File: config.mk
export PLATFORM = sky130hd
export DESIGN_NAME = mbf_ctrl
export DESIGN_NICKNAME = d
export VERILOG_FILES = /design/src/design/mbf_pkg.sv /design/src/design/mbf_ctrl.sv
export SDC_FILE = /design/constraint.sdc
export NUM_CORES = 1
export LEC_CHECK = 0
export ABC_AREA = 1
export ABC_CLOCK_PERIOD_IN_PS = 1200
export BUFFER_PORTS_ARGS = -buffer_cell sky130_fd_sc_hd__buf_2
export CORE_ASPECT_RATIO = 1.4
export CORE_MARGIN = 2
export CORE_UTILIZATION = 44
export CTS_CLUSTER_DIAMETER = 120
export CTS_CLUSTER_SIZE = 8
export DETAILED_ROUTE_END_ITERATION = 12
export PLACE_DENSITY = 0.75
export SYNTH_ARGS = -nofsm -noshare
export SYNTH_HDL_FRONTEND = slang
export SYNTH_SLANG_ARGS = --single-unit
File: constraint.sdc
create_clock -name clk -period 1.2 [get_ports clk]
set_input_delay 0.18 -clock clk [delete_from_list [all_inputs] [get_ports clk]]
set_output_delay 0.18 -clock clk [all_outputs]
set_load 0.01 [all_outputs]
File: src/design/mbf_pkg.sv
// ----------------------------------------------------------------------------
// mbf_pkg: shared types and constants for the message byte fifo
// Op and status codes, controller commands, datapath flags and ring helpers.
// ----------------------------------------------------------------------------
package mbf_pkg;

    // ring geometry
    localparam int CAPACITY     = 1023;
    localparam int SLOTS        = CAPACITY + 1;
    localparam int PTR_W        = $clog2(SLOTS);
    localparam int MAX_BURST    = 64;
    localparam int BURST_W      = $clog2(MAX_BURST + 1);
    localparam int PREFIX_BYTES = 4;
    localparam int PFX_W        = 8 * PREFIX_BYTES;
    localparam int PCNT_W       = $clog2(PREFIX_BYTES + 1);

    // port field widths
    localparam int OP_W    = 3;
    localparam int CNT_W   = 10;
    localparam int DATA_W  = 8;
    localparam int STAT_W  = 3;
    localparam int MSIZE_W = 32;
    localparam int FILL_W  = 10;

    // compare widths
    localparam int SUM_W  = ((PTR_W > CNT_W) ? PTR_W : CNT_W) + 2;
    localparam int WIDE_W = (PFX_W > SUM_W) ? PFX_W : SUM_W;

    typedef logic [PTR_W-1:0] ptr_t;

    typedef enum logic [OP_W-1:0] {
        OP_RAW_PUSH  = 3'd0,
        OP_MSG_PUSH  = 3'd1,
        OP_PUSH_DATA = 3'd2,
        OP_RAW_POP   = 3'd3,
        OP_MSG_POP   = 3'd4,
        OP_DISCARD   = 3'd5,
        OP_CLEAR     = 3'd6,
        OP_NOP       = 3'd7
    } op_t;

    typedef enum logic [STAT_W-1:0] {
        ST_OK         = 3'd0,
        ST_NO_ROOM    = 3'd1,
        ST_SHORT_DATA = 3'd2,
        ST_NO_MSG     = 3'd3,
        ST_BURST      = 3'd4,
        ST_DROPPED    = 3'd5,
        ST_SHORT_MSG  = 3'd6
    } status_t;

    // datapath actions issued by the controller
    typedef enum logic [3:0] {
        ACT_NONE,
        ACT_PUSH_BEGIN,
        ACT_PFX_WRITE,
        ACT_PUSH_DATA,
        ACT_POP_SETUP,
        ACT_MSG_SETUP,
        ACT_PFX_READ,
        ACT_MSG_CALC,
        ACT_EMIT,
        ACT_DISCARD,
        ACT_CLEAR
    } act_t;

    typedef struct packed {
        logic    capture;
        logic    end_push;
        act_t    act;
        logic    is_msg;
        logic    load;
        status_t res_status;
        logic    res_last;
    } cmd_t;

    typedef struct packed {
        logic slot_free;
        logic room_ok;
        logic store_ok;
        logic burst_big;
        logic short_data;
        logic count_zero;
        logic fill_lt_pfx;
        logic pfx_last;
        logic rem_zero;
        logic rem_one;
        logic short_msg;
    } flags_t;

    // pointer advance with wrap, k below SLOTS
    function automatic ptr_t ptr_add(ptr_t p, ptr_t k);
        logic [PTR_W:0] s;
        s = {1'b0, p} + {1'b0, k};
        if (s >= (PTR_W+1)'(SLOTS))
        begin
            s = s - (PTR_W+1)'(SLOTS);
        end
        return s[PTR_W-1:0];
    endfunction

    // bytes stored between read and write pointers
    function automatic ptr_t ptr_fill(ptr_t w, ptr_t r);
        logic [PTR_W:0] s;
        if (w >= r)
        begin
            s = {1'b0, w} - {1'b0, r};
        end
        else
        begin
            s = {1'b0, w} + (PTR_W+1)'(SLOTS) - {1'b0, r};
        end
        return s[PTR_W-1:0];
    endfunction

endpackage

File: src/design/mbf_ctrl.sv
// ----------------------------------------------------------------------------
// mbf_ctrl: message byte fifo controller
// Sequences each transaction and drives datapath actions and result loads.
// ----------------------------------------------------------------------------
module mbf_ctrl
(
    input  logic                        clk,
    input  logic                        rst_n,
    input  logic                        in_valid,
    output logic                        in_ready,
    input  logic [mbf_pkg::OP_W-1:0]    op,
    input  mbf_pkg::flags_t             flags,
    output mbf_pkg::cmd_t               cmd
);

    typedef enum logic [3:0] {
        S_IDLE,
        S_PUSH_CHK,
        S_PFX_WR,
        S_PUSH_DATA,
        S_RAW_CHK,
        S_MSG_CHK,
        S_PFX_RD,
        S_MSG_CALC,
        S_EMIT,
        S_DISCARD,
        S_CLEAR,
        S_NOP
    } state_t;

    state_t          state_reg;
    state_t          state_next;
    mbf_pkg::op_t    op_reg;
    mbf_pkg::op_t    op_next;
    mbf_pkg::op_t    op_in;

    assign op_in    = mbf_pkg::op_t'(op);
    assign in_ready = (state_reg == S_IDLE);

    // next state and command decode
    always_comb
    begin
        state_next     = state_reg;
        op_next        = op_reg;
        cmd.capture    = 1'b0;
        cmd.end_push   = 1'b0;
        cmd.act        = mbf_pkg::ACT_NONE;
        cmd.is_msg     = (op_reg == mbf_pkg::OP_MSG_PUSH);
        cmd.load       = 1'b0;
        cmd.res_status = mbf_pkg::ST_OK;
        cmd.res_last   = 1'b1;

        unique case (state_reg)
            S_IDLE:
            begin
                if (in_valid)
                begin
                    cmd.capture  = 1'b1;
                    cmd.end_push = (op_in != mbf_pkg::OP_PUSH_DATA) &&
                                   (op_in != mbf_pkg::OP_NOP);
                    op_next      = op_in;
                    unique case (op_in)
                        mbf_pkg::OP_RAW_PUSH,
                        mbf_pkg::OP_MSG_PUSH:  state_next = S_PUSH_CHK;
                        mbf_pkg::OP_PUSH_DATA: state_next = S_PUSH_DATA;
                        mbf_pkg::OP_RAW_POP:   state_next = S_RAW_CHK;
                        mbf_pkg::OP_MSG_POP:   state_next = S_MSG_CHK;
                        mbf_pkg::OP_DISCARD:   state_next = S_DISCARD;
                        mbf_pkg::OP_CLEAR:     state_next = S_CLEAR;
                        default:               state_next = S_NOP;
                    endcase
                end
            end

            S_PUSH_CHK:
            begin
                if (!flags.room_ok)
                begin
                    if (flags.slot_free)
                    begin
                        cmd.act        = mbf_pkg::ACT_PUSH_BEGIN;
                        cmd.load       = 1'b1;
                        cmd.res_status = mbf_pkg::ST_NO_ROOM;
                        state_next     = S_IDLE;
                    end
                end
                else if (op_reg == mbf_pkg::OP_MSG_PUSH)
                begin
                    cmd.act    = mbf_pkg::ACT_PUSH_BEGIN;
                    state_next = S_PFX_WR;
                end
                else if (flags.slot_free)
                begin
                    cmd.act    = mbf_pkg::ACT_PUSH_BEGIN;
                    cmd.load   = 1'b1;
                    state_next = S_IDLE;
                end
            end

            // length prefix, one byte a cycle, result on the final byte once the slot is free
            S_PFX_WR:
            begin
                if (!flags.pfx_last)
                begin
                    cmd.act = mbf_pkg::ACT_PFX_WRITE;
                end
                else if (flags.slot_free)
                begin
                    cmd.act    = mbf_pkg::ACT_PFX_WRITE;
                    cmd.load   = 1'b1;
                    state_next = S_IDLE;
                end
            end

            S_PUSH_DATA:
            begin
                if (flags.slot_free)
                begin
                    cmd.act        = mbf_pkg::ACT_PUSH_DATA;
                    cmd.load       = 1'b1;
                    cmd.res_status = flags.store_ok ? mbf_pkg::ST_OK : mbf_pkg::ST_DROPPED;
                    state_next     = S_IDLE;
                end
            end

            S_RAW_CHK:
            begin
                if (flags.burst_big || flags.short_data || flags.count_zero)
                begin
                    if (flags.slot_free)
                    begin
                        cmd.load   = 1'b1;
                        state_next = S_IDLE;
                        if (flags.burst_big)
                        begin
                            cmd.res_status = mbf_pkg::ST_BURST;
                        end
                        else if (flags.short_data)
                        begin
                            cmd.res_status = mbf_pkg::ST_SHORT_DATA;
                        end
                    end
                end
                else
                begin
                    cmd.act    = mbf_pkg::ACT_POP_SETUP;
                    state_next = S_EMIT;
                end
            end

            S_MSG_CHK:
            begin
                if (flags.fill_lt_pfx)
                begin
                    if (flags.slot_free)
                    begin
                        cmd.load       = 1'b1;
                        cmd.res_status = mbf_pkg::ST_NO_MSG;
                        state_next     = S_IDLE;
                    end
                end
                else
                begin
                    cmd.act    = mbf_pkg::ACT_MSG_SETUP;
                    state_next = S_PFX_RD;
                end
            end

            S_PFX_RD:
            begin
                cmd.act = mbf_pkg::ACT_PFX_READ;
                if (flags.pfx_last)
                begin
                    state_next = S_MSG_CALC;
                end
            end

            S_MSG_CALC:
            begin
                cmd.act    = mbf_pkg::ACT_MSG_CALC;
                state_next = S_EMIT;
            end

            // one byte per cycle while the output slot frees up
            S_EMIT:
            begin
                if (flags.slot_free)
                begin
                    cmd.act        = mbf_pkg::ACT_EMIT;
                    cmd.load       = 1'b1;
                    cmd.res_status = flags.short_msg ? mbf_pkg::ST_SHORT_MSG : mbf_pkg::ST_OK;
                    cmd.res_last   = flags.rem_zero || flags.rem_one;
                    if (flags.rem_zero || flags.rem_one)
                    begin
                        state_next = S_IDLE;
                    end
                end
            end

            S_DISCARD:
            begin
                if (flags.slot_free)
                begin
                    cmd.act        = mbf_pkg::ACT_DISCARD;
                    cmd.load       = 1'b1;
                    cmd.res_status = flags.short_data ? mbf_pkg::ST_SHORT_DATA
                                                      : mbf_pkg::ST_OK;
                    state_next     = S_IDLE;
                end
            end

            S_CLEAR:
            begin
                if (flags.slot_free)
                begin
                    cmd.act    = mbf_pkg::ACT_CLEAR;
                    cmd.load   = 1'b1;
                    state_next = S_IDLE;
                end
            end

            S_NOP:
            begin
                if (flags.slot_free)
                begin
                    cmd.load   = 1'b1;
                    state_next = S_IDLE;
                end
            end

            default:
            begin
                state_next = S_IDLE;
            end
        endcase
    end

    // state register
    always_ff @(posedge clk or negedge rst_n)
    begin
        if (!rst_n)
        begin
            state_reg <= S_IDLE;
            op_reg    <= mbf_pkg::OP_NOP;
        end
        else
        begin
            state_reg <= state_next;
            op_reg    <= op_next;
        end
    end

endmodule

==> results.cfg <==
[synthesis]
syn_avg_cell_area_um2 = 5.82
syn_nets = 162
syn_area_um2 = 845
ys_types = 24
synth_warnings = 0
yosysSeqAreaShare_pct = 21.2
syn_inst = 145
ys_seq_elements = 7

[detailed_routing]
drcViolationCount = 0
firstDrtPassIters = 7
routed_via_density = 6.11
drtIter0Drc = 156
wl_um = 4700
avgRoutedWirePerCell_um = 20.0
num_vias = 1435
ant_nets = 0

[sta]
slew_violations = 0
fin_ws_ns = -0.587
setup_violations = 20
rsz0062_at_grt = yes
period_share_pct = 149
hold_violations = 0
fmax_mhz = 560
worst_pin_slew_ns = 0.408
setup_tns_ns = -8.55
min_period_ns = 1.79
skew_ns = 0.00504
relSlewSlack_pct = 72.5
whs_ns = 0.208

[power]
intPower_mw = 1.56
p_seq_share_pct = 16.1
pwr-share-clk_pct = 6.8
leakagePower_nw = 0.884
power.net_switching_mw = 1.54
report.power.total_mw = 3.10
max-vdd-ir-drop_mv = 1.61
sw_frac_of_total_pct = 49.7
power.density_mw_per_mm2 = 1970
p_comb_share_pct = 77.1

[clock_network]
clk_pin_slew_ns = 0.06
cts_tree = built
insertion_delay_ns = 0.25
htreeDepth = 1
cts_root_buf = clkbuf_4
clock_path_buffers = 2
numCtsBuffers = 3
numClockSinks = 7

[worst_setup_path]
slowest_delay_ns = 0.43
timing.critical_path.arrival_ns = 1.95
cp-start-kind = flop
cpMostUsedCell = buf_4
cp_data_required_time_ns = 1.36
regToRegSetupSlack_ns = -0.59
cpMaxStageDelayCell = dfrtp_2
end_kind = flop
r2r-start = state_reg[2]
cp_num_cells = 12
path_class = reg -> reg
crit_path_cell_trace = nor2_4, inv_2, nor2_4, buf_4, buf_4, buf_4, buf_4, buf_4, nand3_2, nand2_2, nor2_1, nor2_1
reg2reg_to = state_reg[0]
critPathBufInv = 6
reg2reg_depth = 12
cp_top_family = simple AND/OR/NAND/NOR gates
path_max_fanout = 5

[floorplanning]
fp.dieH_um = 55.8
initial_utilization_pct = 47.5
io_pins = 30
rows = 18
core_area_mm2 = 0.00178
chipWidth_um = 41.0
die-area_mm2 = 0.00229

[grt]
grt_util_all_layers_pct = 33.7
grt_pass1_wl_um = 5420
grt_max_degree = 8
antenna_found_initial = 0
grt_overflow = 0
grt_pass1_vias = 1224

[cells_and_area]
final-seq-area_um2 = 183
mostFrequentLayoutCells = 31 x nand2_1, 31 x buf_4, 21 x buf_2
antenna_cells = 0
nets = 233
largest_reg_flops = 4
final_cell_area_mm2 = 0.00157
final_layout_size_suffix_gt1_share_pct = 59.5
synthToLayoutAreaGrowth_pct = 86.2
multi_input_area_um2 = 741
fill_cells = 86

[hold_path]
min_from = op[1]
min_path_cells = 3
min_to = op_reg[1]
hold_class = in -> reg

[placement]
port_buffers = 29
post_dp_cell_area_mm2 = 0.00123
hpwl_um = 2390
gp_congestion = 0.883

[job]
drv_cap = 0

[status]
run_status = finished with violations
violations = negative setup slack
routing by layer:
metal / track usage, % / wire [µm] / up-vias / part of all wire [%]
li1: - / - / 606 / -
met1: 31.9 / 1440 / 627 / 31
met2: 56.0 / 2330 / 144 / 49
met3: 11.6 / 518 / 58 / 11
met4: 21.0 / 413 / 0 / 8.8
met5: 0 / 0 / - / 0
how the worst max path moves through the flow:
stage	start	to	slack [ns]
after floorplan	state_reg[2]	cmd[6]	-0.05
after global placement	state_reg[3]	cmd[2]	-0.20
after detailed placement	state_reg[2]	cmd[1]	-0.23
after CTS	state_reg[2]	cmd[1]	-0.43
after global routing	state_reg[2]	state_reg[0]	-0.66
final	state_reg[2]	state_reg[0]	-0.59
power by group through the flow:
stage	sequential [mW]	clock (mW)	combinational, mW
CTS	0.494	0.211	2.03
global placement	0.456	0	1.52
global route	0.496	0.228	2.51
floorplan	0.451	0	0.919
detailed placement	0.467	0	1.56
finish	0.500	0.209	2.39
metrics by stage:
| stage | setup slack (ns) | util [%] | instances |
|---|---|---|---|
| 2_1_floorplan | -0.0509 | - | 145 |
| 5_1_grt | -0.663 | 88.4 | 235 |
| 3_3_place_gp | -0.204 | 69.2 | 215 |
| 4_1_cts | -0.432 | 82.9 | 230 |
| 3_5_place_dp | -0.227 | 69.2 | 215 |
| 6_report | -0.587 | 88.4 | 235 |
synth_stat cells, drive strengths merged:
cell / n / area [µm²]
o21bai: 1 / 7.51
o21a: 1 / 7.51
or2: 2 / 12.5
inv: 23 / 86.3
nor3: 2 / 10.0
o311ai: 1 / 8.76
nand3b: 1 / 7.51
nand3: 23 / 120
nand4: 2 / 12.5
buf: 1 / 7.51
dfstp: 3 / 78.8
a21oi: 3 / 15.0
o211ai: 1 / 7.51
dfrtp: 4 / 100
nand2: 44 / 185
nor2: 25 / 134
o21ai: 8 / 43.8
final cells by class:
cell class | instances | area share [%]
Clock buffer | 3 | 1.43
Clock inverter | 1 | 0.318
Inverter | 23 | 5.81
Multi-Input combinational cell | 114 | 47.1
Sequential cell | 7 | 11.6
Tap cell | 20 | 1.59
Timing Repair Buffer | 67 | 32.1
worst register-to-register path, cell delays in order (launching register included):
cell,delay (ns)
dfrtp_2,0.43
nor2_4,0.17
inv_2,0.07
nor2_4,0.14
buf_4,0.12
buf_4,0.09
buf_4,0.09
buf_4,0.09
buf_4,0.11
nand3_2,0.10
nand2_2,0.09
nor2_1,0.05
nor2_1,0.14
cells by family (layout without fill, tap and decap cells):
logic type             after synthesis  count (layout)  synth area share (%)
buffers and inverters               24              94                  11.1
AND/OR/NAND/NOR                     99              99                  57.0
flip-flops                           7               7                  21.2
AO/OA/AOI/OAI                       15              15                  10.7
repair_timing:
action,CTS,global route
hold endpoints to repair,7,0
setup endpoints to repair,20,20
gates cloned,0,0
setup buffers,11,5
hold buffers,1,0
pin swaps,14,7
gates resized for setup,38,17
(Power assumes the default switching activity.)
